### src/rtl/gfalu_pkg.sv
// shared types, constants and field arithmetic helpers for the gf(2^128) alu
`timescale 1ns / 1ps

package gfalu_pkg;

  localparam int FIELD_W  = 128;
  localparam int HALF_W   = 64;
  localparam int DIGIT_W  = 16;
  localparam int DIGITS   = FIELD_W / DIGIT_W;
  localparam int DCNT_W   = $clog2(DIGITS);
  localparam int OV_SHIFT = 57;
  localparam int NSQ_W    = 6;
  localparam int STEP_W   = 4;

  typedef logic [FIELD_W-1:0] fe_t;

  typedef enum logic [1:0] {
    CMD_MUL = 2'd0,
    CMD_SQR = 2'd1,
    CMD_INV = 2'd2,
    CMD_NOP = 2'd3
  } cmd_e_t;

  typedef enum logic [2:0] {
    ST_IDLE,
    ST_SQR,
    ST_MSTART,
    ST_MWAIT,
    ST_WB
  } state_t;

  typedef enum logic [1:0] {
    OP_T1,
    OP_PRE,
    OP_T7,
    OP_B
  } mul_sel_t;

  typedef struct packed {
    logic [NSQ_W-1:0] nsq;
    mul_sel_t         sel;
    logic             save_t7;
    logic             last;
  } inv_step_t;

  // itoh-tsujii chain for a^(2^128-2): square nsq times, then multiply, except on the last step
  function automatic inv_step_t inv_step(input logic [STEP_W-1:0] idx);
    inv_step_t s;
    s = '{nsq: NSQ_W'(1), sel: OP_T1, save_t7: 1'b0, last: 1'b0};
    case (idx)
      4'd0:    s = '{nsq: NSQ_W'(1),  sel: OP_T1,  save_t7: 1'b0, last: 1'b0};
      4'd1:    s = '{nsq: NSQ_W'(1),  sel: OP_T1,  save_t7: 1'b0, last: 1'b0};
      4'd2:    s = '{nsq: NSQ_W'(3),  sel: OP_PRE, save_t7: 1'b0, last: 1'b0};
      4'd3:    s = '{nsq: NSQ_W'(1),  sel: OP_T1,  save_t7: 1'b1, last: 1'b0};
      4'd4:    s = '{nsq: NSQ_W'(7),  sel: OP_PRE, save_t7: 1'b0, last: 1'b0};
      4'd5:    s = '{nsq: NSQ_W'(14), sel: OP_PRE, save_t7: 1'b0, last: 1'b0};
      4'd6:    s = '{nsq: NSQ_W'(28), sel: OP_PRE, save_t7: 1'b0, last: 1'b0};
      4'd7:    s = '{nsq: NSQ_W'(7),  sel: OP_T7,  save_t7: 1'b0, last: 1'b0};
      4'd8:    s = '{nsq: NSQ_W'(63), sel: OP_PRE, save_t7: 1'b0, last: 1'b0};
      4'd9:    s = '{nsq: NSQ_W'(1),  sel: OP_T1,  save_t7: 1'b0, last: 1'b0};
      4'd10:   s = '{nsq: NSQ_W'(1),  sel: OP_T1,  save_t7: 1'b0, last: 1'b1};
      default: s = '{nsq: NSQ_W'(1),  sel: OP_T1,  save_t7: 1'b0, last: 1'b1};
    endcase
    return s;
  endfunction

  // bit i of x to bit 2i
  function automatic logic [2*HALF_W-1:0] spread64(input logic [HALF_W-1:0] x);
    logic [2*HALF_W-1:0] r;
    r = '0;
    for (int i = 0; i < HALF_W; i++) begin
      r[2*i] = x[i];
    end
    return r;
  endfunction

  // fold a 256-bit word w3:w2:w1:w0 back into the field
  function automatic fe_t reduce256(input logic [HALF_W-1:0] w0, input logic [HALF_W-1:0] w1,
                                    input logic [HALF_W-1:0] w2, input logic [HALF_W-1:0] w3);
    logic [HALF_W-1:0] fl;
    logic [HALF_W-1:0] fh;
    logic [HALF_W-1:0] ov;
    logic [HALF_W-1:0] corr;
    fl = w2 ^ (w2 << 1) ^ (w2 << 2) ^ (w2 << 7);
    fh = w3 ^ {w3[HALF_W-2:0], w2[HALF_W-1]}
            ^ {w3[HALF_W-3:0], w2[HALF_W-1:HALF_W-2]}
            ^ {w3[OV_SHIFT-1:0], w2[HALF_W-1:OV_SHIFT]};
    ov = (w3 >> (HALF_W-1)) ^ (w3 >> (HALF_W-2)) ^ (w3 >> OV_SHIFT);
    corr = ov ^ (ov << 1) ^ (ov << 2) ^ (ov << 7);
    return {w1 ^ fh, w0 ^ fl ^ corr};
  endfunction

  // one msb-first digit step: acc * x^16 + a * d, reduced
  function automatic fe_t mul_digit(input fe_t acc, input fe_t a, input logic [DIGIT_W-1:0] d);
    logic [FIELD_W+DIGIT_W-1:0] t;
    logic [DIGIT_W-1:0]         top;
    logic [DIGIT_W+7-1:0]       fold;
    t = {acc, {DIGIT_W{1'b0}}};
    for (int j = 0; j < DIGIT_W; j++) begin
      if (d[j]) begin
        t = t ^ ({{DIGIT_W{1'b0}}, a} << j);
      end
    end
    top  = t[FIELD_W+DIGIT_W-1:FIELD_W];
    fold = {7'b0, top} ^ ({7'b0, top} << 1) ^ ({7'b0, top} << 2) ^ ({7'b0, top} << 7);
    return t[FIELD_W-1:0] ^ {{(FIELD_W-DIGIT_W-7){1'b0}}, fold};
  endfunction

endpackage

### src/rtl/gfalu_sqr.sv
// gf(2^128) squarer: bit spread followed by polynomial reduction
`timescale 1ns / 1ps

module gfalu_sqr import gfalu_pkg::*; (
  input  fe_t a,
  output fe_t sq
);

  logic [2*HALF_W-1:0] sp_lo;
  logic [2*HALF_W-1:0] sp_hi;

  assign sp_lo = spread64(a[HALF_W-1:0]);
  assign sp_hi = spread64(a[FIELD_W-1:HALF_W]);
  assign sq    = reduce256(sp_lo[HALF_W-1:0], sp_lo[2*HALF_W-1:HALF_W],
                           sp_hi[HALF_W-1:0], sp_hi[2*HALF_W-1:HALF_W]);

endmodule

### src/rtl/gfalu_mul.sv
// digit-serial gf(2^128) multiplier, 16 bits of b per cycle, msb first
`timescale 1ns / 1ps

module gfalu_mul import gfalu_pkg::*; (
  input  logic clk,
  input  logic rst_n,
  input  logic start,
  input  fe_t  a,
  input  fe_t  b,
  output logic done,
  output fe_t  prod
);

  fe_t               acc_r, acc_nxt;
  fe_t               a_r, a_nxt;
  fe_t               b_r, b_nxt;
  logic [DCNT_W-1:0] cnt_r, cnt_nxt;
  logic              run_r, run_nxt;
  logic              done_r, done_nxt;

  always_comb begin
    acc_nxt  = acc_r;
    a_nxt    = a_r;
    b_nxt    = b_r;
    cnt_nxt  = cnt_r;
    run_nxt  = run_r;
    done_nxt = 1'b0;
    if (start) begin
      acc_nxt = '0;
      a_nxt   = a;
      b_nxt   = b;
      cnt_nxt = '0;
      run_nxt = 1'b1;
    end else if (run_r) begin
      acc_nxt = mul_digit(acc_r, a_r, b_r[FIELD_W-1:FIELD_W-DIGIT_W]);
      b_nxt   = b_r << DIGIT_W;
      cnt_nxt = cnt_r + 1'b1;
      if (cnt_r == DCNT_W'(DIGITS-1)) begin
        run_nxt  = 1'b0;
        done_nxt = 1'b1;
      end
    end
  end

  always_ff @(posedge clk) begin
    if (!rst_n) begin
      run_r  <= 1'b0;
      done_r <= 1'b0;
    end else begin
      run_r  <= run_nxt;
      done_r <= done_nxt;
    end
  end

  always_ff @(posedge clk) begin
    acc_r <= acc_nxt;
    a_r   <= a_nxt;
    b_r   <= b_nxt;
    cnt_r <= cnt_nxt;
  end

  assign done = done_r;
  assign prod = acc_r;

endmodule

### src/rtl/gf2_128_ghash_field_alu.sv
// top level of the gf(2^128) multiply / square / inverse unit
//
//  channel  ports                                      direction  role
//  in       in_valid in_ready in_cmd in_a_* in_b_*     sink       operation and operands
//  out      out_valid out_ready out_res_lo out_res_hi  source     one result per transfer in
//
// one item at a time; in_ready is high only while the sequencer is idle and out of reset
// multiply: accept, start, the digit steps of the multiplier, done, write-back
// square: accept, squarer, write-back; unused selector: accept, write-back of zero
// inverse: 127 squarings and 10 multiplies on the shared units
// reset (synchronous, active low) clears the sequencer and the output valid flag
// a stalled output holds its register; the next result waits in write-back until it frees
`timescale 1ns / 1ps

module gf2_128_ghash_field_alu import gfalu_pkg::*; (
  input  logic        clk,
  input  logic        rst_n,
  input  logic        in_valid,
  output logic        in_ready,
  input  logic [1:0]  in_cmd,
  input  logic [63:0] in_a_lo,
  input  logic [63:0] in_a_hi,
  input  logic [63:0] in_b_lo,
  input  logic [63:0] in_b_hi,
  output logic        out_valid,
  input  logic        out_ready,
  output logic [63:0] out_res_lo,
  output logic [63:0] out_res_hi
);

  state_t            state_r, state_nxt;
  cmd_e_t            cmd_r, cmd_nxt;
  fe_t               v_r, v_nxt;      // working value
  fe_t               t1_r, t1_nxt;    // operand a
  fe_t               t7_r, t7_nxt;    // a^(2^7-1), reused late in the chain
  fe_t               pre_r, pre_nxt;  // value at the start of the current chain step
  fe_t               b_r, b_nxt;
  fe_t               res_r, res_nxt;
  logic              ov_r, ov_nxt;
  logic [STEP_W-1:0] step_r, step_nxt;
  logic [NSQ_W-1:0]  sqc_r, sqc_nxt;

  inv_step_t         cur_step;
  inv_step_t         next_step;
  fe_t               sq_out;
  fe_t               mul_b;
  fe_t               mul_prod;
  logic              mul_start;
  logic              mul_done;
  logic              in_xfer;
  logic              out_xfer;

  gfalu_sqr u_sqr (
    .a  (v_r),
    .sq (sq_out)
  );

  gfalu_mul u_mul (
    .clk   (clk),
    .rst_n (rst_n),
    .start (mul_start),
    .a     (v_r),
    .b     (mul_b),
    .done  (mul_done),
    .prod  (mul_prod)
  );

  assign cur_step  = inv_step(step_r);
  assign next_step = inv_step(step_r + 1'b1);
  // no input transfer is taken while reset is held
  assign in_ready  = (state_r == ST_IDLE) && rst_n;
  assign in_xfer   = in_valid && in_ready;
  assign out_xfer  = ov_r && out_ready;

  // multiplier second operand
  always_comb begin
    mul_b = t1_r;
    if (cmd_r == CMD_MUL) begin
      mul_b = b_r;
    end else begin
      case (cur_step.sel)
        OP_T1:   mul_b = t1_r;
        OP_PRE:  mul_b = pre_r;
        OP_T7:   mul_b = t7_r;
        OP_B:    mul_b = b_r;
        default: mul_b = t1_r;
      endcase
    end
  end

  always_comb begin
    state_nxt = state_r;
    cmd_nxt   = cmd_r;
    v_nxt     = v_r;
    t1_nxt    = t1_r;
    t7_nxt    = t7_r;
    pre_nxt   = pre_r;
    b_nxt     = b_r;
    res_nxt   = res_r;
    ov_nxt    = ov_r;
    step_nxt  = step_r;
    sqc_nxt   = sqc_r;
    mul_start = 1'b0;
    if (out_xfer) begin
      ov_nxt = 1'b0;
    end
    case (state_r)
      ST_IDLE: begin
        if (in_xfer) begin
          cmd_nxt  = cmd_e_t'(in_cmd);
          v_nxt    = {in_a_hi, in_a_lo};
          t1_nxt   = {in_a_hi, in_a_lo};
          pre_nxt  = {in_a_hi, in_a_lo};
          b_nxt    = {in_b_hi, in_b_lo};
          step_nxt = '0;
          case (cmd_e_t'(in_cmd))
            CMD_MUL: state_nxt = ST_MSTART;
            CMD_SQR: begin
              sqc_nxt   = NSQ_W'(1);
              state_nxt = ST_SQR;
            end
            CMD_INV: begin
              sqc_nxt   = inv_step(STEP_W'(0)).nsq;
              state_nxt = ST_SQR;
            end
            default: begin
              // unused selector gives zero
              v_nxt     = '0;
              state_nxt = ST_WB;
            end
          endcase
        end
      end
      ST_SQR: begin
        v_nxt   = sq_out;
        sqc_nxt = sqc_r - 1'b1;
        if (sqc_r == NSQ_W'(1)) begin
          if (cmd_r == CMD_INV && !cur_step.last) begin
            state_nxt = ST_MSTART;
          end else begin
            state_nxt = ST_WB;
          end
        end
      end
      ST_MSTART: begin
        mul_start = 1'b1;
        state_nxt = ST_MWAIT;
      end
      ST_MWAIT: begin
        if (mul_done) begin
          v_nxt = mul_prod;
          if (cmd_r == CMD_MUL) begin
            state_nxt = ST_WB;
          end else begin
            if (cur_step.save_t7) begin
              t7_nxt = mul_prod;
            end
            pre_nxt   = mul_prod;
            step_nxt  = step_r + 1'b1;
            sqc_nxt   = next_step.nsq;
            state_nxt = ST_SQR;
          end
        end
      end
      ST_WB: begin
        // wait for the output register to free
        if (!ov_r || out_ready) begin
          res_nxt   = v_r;
          ov_nxt    = 1'b1;
          state_nxt = ST_IDLE;
        end
      end
      default: state_nxt = ST_IDLE;
    endcase
  end

  always_ff @(posedge clk) begin
    if (!rst_n) begin
      state_r <= ST_IDLE;
      ov_r    <= 1'b0;
      cmd_r   <= CMD_NOP;
      step_r  <= '0;
      sqc_r   <= '0;
    end else begin
      state_r <= state_nxt;
      ov_r    <= ov_nxt;
      cmd_r   <= cmd_nxt;
      step_r  <= step_nxt;
      sqc_r   <= sqc_nxt;
    end
  end

  always_ff @(posedge clk) begin
    v_r   <= v_nxt;
    t1_r  <= t1_nxt;
    t7_r  <= t7_nxt;
    pre_r <= pre_nxt;
    b_r   <= b_nxt;
    res_r <= res_nxt;
  end

  assign out_valid  = ov_r;
  assign out_res_lo = res_r[HALF_W-1:0];
  assign out_res_hi = res_r[FIELD_W-1:HALF_W];

endmodule
### config.mk
export PLATFORM = sky130hd
export DESIGN_NAME = gf2_128_ghash_field_alu
export DESIGN_NICKNAME = d
export VERILOG_FILES = /design/src/rtl/gfalu_pkg.sv /design/src/rtl/gfalu_sqr.sv /design/src/rtl/gfalu_mul.sv /design/src/rtl/gf2_128_ghash_field_alu.sv
export SDC_FILE = /design/constraint.sdc
export NUM_CORES = 2
export LEC_CHECK = 0
export BUFFER_PORTS_ARGS = -buffer_cell sky130_fd_sc_hd__buf_2
export CORE_MARGIN = 8
export CORE_UTILIZATION = 49
export CTS_CLUSTER_SIZE = 24
export DETAILED_ROUTE_END_ITERATION = 7
export GPL_TIMING_DRIVEN = 0
export HOLD_SLACK_MARGIN = 0.03
export PLACE_DENSITY = 0.71
export SKIP_LAST_GASP = 1
export SYNTH_ARGS = -nofsm -noshare
export SYNTH_HDL_FRONTEND = slang
export SYNTH_SLANG_ARGS = --single-unit
### constraint.sdc
create_clock -name clk -period 13.08 [get_ports clk]
set_clock_uncertainty 0.05 [all_clocks]
set_input_delay 1.962 -clock clk [delete_from_list [all_inputs] [get_ports clk]]
set_output_delay 1.962 -clock clk [all_outputs]
set_load 0.02 [all_outputs]
==> run_results.csv <==
group,metric,value,unit
detailed_routing,firstDrtPassIters,8,
synth,synth_edf_count,1024,
layout,syn_to_final_growth,12.5,%
flow_run,cap_violations,10,
synth,synth_cell_types,51,
clock_tree,cts_setup_buffers,0,
synth,synth_top_family_by_area,"XOR/XNOR gates",
die,io_pins,392,
power,combPwrFrac,26.7,%
clock_tree,clk_latency,810,ps
worst_setup_path,reg2reg_to,"u_mul.prod[19]$_SDFFE_PP0P_",
worst_setup_path,cp_slowest_cell,"clkbuf_1",
synth,ys_ff_latch,1177,
detailed_routing,drt_iter0_markers,11470,
worst_setup_path,critPathKind,"input port to output pin",
hold_path,hold_path_end,"u_mul.cnt_r[2]$_SDFFE_PP0P_",
sta,finalMaxSlewViolations,110,
clock_tree,clk_path_buf_depth,3,
placement,dp_hpwl,274000,µm
layout,fin_nets,8900,
worst_setup_path,cp_max_fo,10,
layout,instances_no_fill,10826,
sta,fmaxAchievable,172,MHz
layout,num-fill-cells,13769,
power,seqPwrFrac,44.3,%
synth,syn_nets,8356,
sta,min_period,5820,ps
global_route,grt_overflow,0,
global_route,grt_pass1_vias,60566,
power,p_sw_share,37.6,%
detailed_routing,wl_per_cell,34.4,µm
hold_path,hp-class,"flop to flop",
placement,gp_congestion,1.04,
power,p_int,8.19,mW
layout,area.sequential,33800,µm²
synth,synthXorXnorAreaFrac,26.5,%
die,core_region_area,154000,µm²
clock_tree,postCtsHoldBufs,0,
sta,hold_violations,0,
worst_setup_path,arrival,3800,ps
die,initial_core_util,49.4,%
detailed_routing,routed_wirelength,372000,µm
placement,port_buffers,391,
clock_tree,cts_tree,"yes",
clock_tree,path_clk_slew,70,ps
clock_tree,cts-htree-levels,4,
global_route,grt_pass1_wl,497000,µm
worst_setup_path,worstReg2RegStart,"u_mul.b_r[120]$_DFFE_PP_",
detailed_routing,drc,0,
worst_setup_path,rrSetupSlack,7320,ps
synth,synth_ff_type,"edfxtp_1",
run_status,outcome,"complete, but fails checks",
synth,synthAdderAreaFrac,0.148,%
synth,synth_simple_gate_area_share,15.3,%
clock_tree,root_buffer,"clkbuf_16",
worst_setup_path,path_delay_family,"buffers and inverters",
detailed_routing,antenna_left,0,
clock_tree,post_cts_resized,0,
layout,layout_commonest_cell,"nand2_1",
sta,finalCritPeriodShare,44.5,%
placement,dpl.cell_count,10540,
global_route,grtUsageTotal,42.2,%
worst_setup_path,crit_chain,"buf_2 -> clkbuf_1 -> clkbuf_1 -> and2_1 -> buf_2",
worst_setup_path,start_kind,"input port",
clock_tree,cts.sinks,1177,
placement,place_ws,7350,ps
worst_setup_path,cp_num_buf_inv,4,
synth,avgSynthCellArea,9.41,µm²
sta,relSlewSlack,-12.8,%
synth,ys_seq_area_share,44.5,%
detailed_routing,vias_per_cell,6.14,
power,p_total,13.1,mW
layout,mostFrequentLayoutCells,"nand2_1, xnor2_1, edfxtp_1, xor2_1, clkbuf_1",
worst_setup_path,critical_path.max_stage_delay,680,ps
synth,synth_compound_area_share,4.98,%
synth,synthMuxAreaShare,4.84,%
hold_path,holdPathStages,2,
sta,final.setup.worst_slack,7260,ps
worst_setup_path,critical_path_required,11070,ps
layout,drive_gt1_share,9.43,%
die,dieArea,168000,µm²
power,net-switching-power,4.93,mW
power,p_per_area,153,nW/µm²
worst_setup_path,r2r_cells,11,
sta,grt_setup_unrepaired,"false",
worst_setup_path,cp-end-kind,"output pin",
sta,setup_violations,0,
power,clkPwrFrac,29.0,%
synth,yosysWarnings,0,
die,rows,144,
hold_path,holdCritStartpoint,"u_mul.cnt_r[2]$_SDFFE_PP0P_",
synth,synth.cell_area,76000,µm²
synth,async_flop_share,0,%
global_route,antenna_found_initial,46,
power,ir_drop,0.136,mV
sta,worst_slew_pin_slew,1690,ps
power,p_leak,29.9,nW
detailed_routing,via_count,66428,
layout,multi_input_area,39400,µm²
die,die_height,410,µm
run_status,violations,"max-capacitance violations, max-slew violations",
clock_tree,cts_buffers,131,
synth,synthCells,8085,
die,dieWidth,410,µm
global_route,grt_max_degree,129,
-- through the flow --
stage	TNS, ps	utilization [%]	area [µm²]	hold slack (ps)
2_1_floorplan	0	-	76000	359
3_3_place_gp	-15180	52.3	80600	428
3_5_place_dp	0	52.6	81100	443
4_1_cts	0	55.4	85400	460
5_1_grt	0	55.4	85400	476
6_report	0	55.5	85500	465
-- worst max path at each step --
stage	to	startpoint	cells after the start
finish	in_ready	rst_n	5
CTS	in_ready	rst_n	5
floorplan	sqc_r[2]$_SDFFE_PN0P_	in_valid	6
global placement	sqc_r[1]$_SDFFE_PN0P_	in_valid	7
global route	in_ready	rst_n	5
detailed placement	in_ready	rst_n	5
-- logic make-up (layout without fill, tap and decap cells) --
logic type | count (synthesis) | in the layout
xor gates and xnor gates | 2277 | 2277
muxes | 352 | 352
buffers and inverters | 732 | 1378
DFF | 1177 | 1177
other | 0 | 51
adders and majority gates | 9 | 9
and+or+nand+nor | 2907 | 2907
AOI/OAI and AO/OA | 631 | 631
-- power by group through the flow --
| stage | Clock, mW | Sequential, mW | Combinational [mW] |
|---|---|---|---|
| global route | 3.92 | 5.71 | 3.66 |
| finish | 3.81 | 5.81 | 3.50 |
| detailed placement | 0 | 5.73 | 3.39 |
| CTS | 3.79 | 5.66 | 3.41 |
| global placement | 0 | 5.79 | 3.32 |
| floorplan | 0 | 4.96 | 2.47 |
-- tightest hold or removal path, cell delays in order, from the launching register on --
cell	delay (ps)
dfxtp_1	340
mux2i_1	70
nor2_1	80
-- layer usage --
| metal | vias to the layer above | GRT usage, % | wire length [µm] |
|---|---|---|---|
| li1 | 27443 | - | - |
| met4 | 14 | 29.6 | 31800 |
| met1 | 32121 | 55.2 | 137000 |
| met2 | 5564 | 60.1 | 152000 |
| met5 | - | 0 | 87 |
| met3 | 1286 | 11.8 | 51200 |
-- area by class of cell --
| class | instances | area share [%] |
|---|---|---|
| timing repair buffer | 411 | 2.82 |
| inverter | 13 | 0.0717 |
| antenna | 51 | 0.149 |
| tap | 2044 | 2.99 |
| sequential | 1177 | 39.5 |
| multi-input combinational | 6176 | 46.1 |
| clock inverter | 72 | 0.895 |
| clock buffer | 163 | 4.16 |
| buffer | 719 | 3.28 |
-- state kept, by name, summed over array words and instances (netlist names) --
name	count
pre_r	128
out_valid	1
u_mul.run_r	1
state_r	3
t1_r	128
u_mul.done	1
cur_step	4
step_r	4
cmd_r	2
b_r	128
u_mul.a_r	128
res_r	128
sqc_r	6
v_r	128
u_mul.b_r	128
t7_r	128
u_mul.cnt_r	3
u_mul.prod	128
-- Yosys cell counts, types with 2 or more instances --
| master | number | share of area [%] |
|---|---|---|
| ha_1 | 9 | 0.15 |
| buf_1 | 134 | 0.66 |
| clkbuf_1 | 519 | 2.6 |
| a31oi_1 | 5 | 0.041 |
| o21ai_0 | 287 | 1.9 |
| a22oi_1 | 17 | 0.17 |
| nor3b_1 | 2 | 0.020 |
| a21boi_0 | 5 | 0.049 |
| mux2_2 | 128 | 1.9 |
| a221oi_1 | 112 | 1.3 |
| xnor3_1 | 14 | 0.41 |
| xnor2_1 | 1689 | 19 |
| nand3b_1 | 130 | 1.3 |
| clkbuf_2 | 2 | 0.013 |
| nor2_1 | 493 | 2.4 |
| nor3_1 | 13 | 0.086 |
| and2_1 | 4 | 0.033 |
| edfxtp_1 | 1024 | 40 |
| xor2_1 | 570 | 6.6 |
| nand2b_1 | 30 | 0.25 |
| a21oi_1 | 158 | 1.0 |
| inv_1 | 12 | 0.059 |
| a22o_1 | 20 | 0.23 |
| buf_2 | 62 | 0.41 |
| a211oi_1 | 16 | 0.16 |
| nor2b_1 | 29 | 0.24 |
| xnor3_2 | 2 | 0.063 |
| o22ai_1 | 2 | 0.016 |
| o211ai_1 | 2 | 0.020 |
| dfxtp_1 | 153 | 4.0 |
| nand2_1 | 2189 | 11 |
| nand3_1 | 8 | 0.053 |
| nor4_1 | 4 | 0.033 |
| mux2i_1 | 224 | 2.9 |
Note: power is estimated with default switching activity, not from simulation.
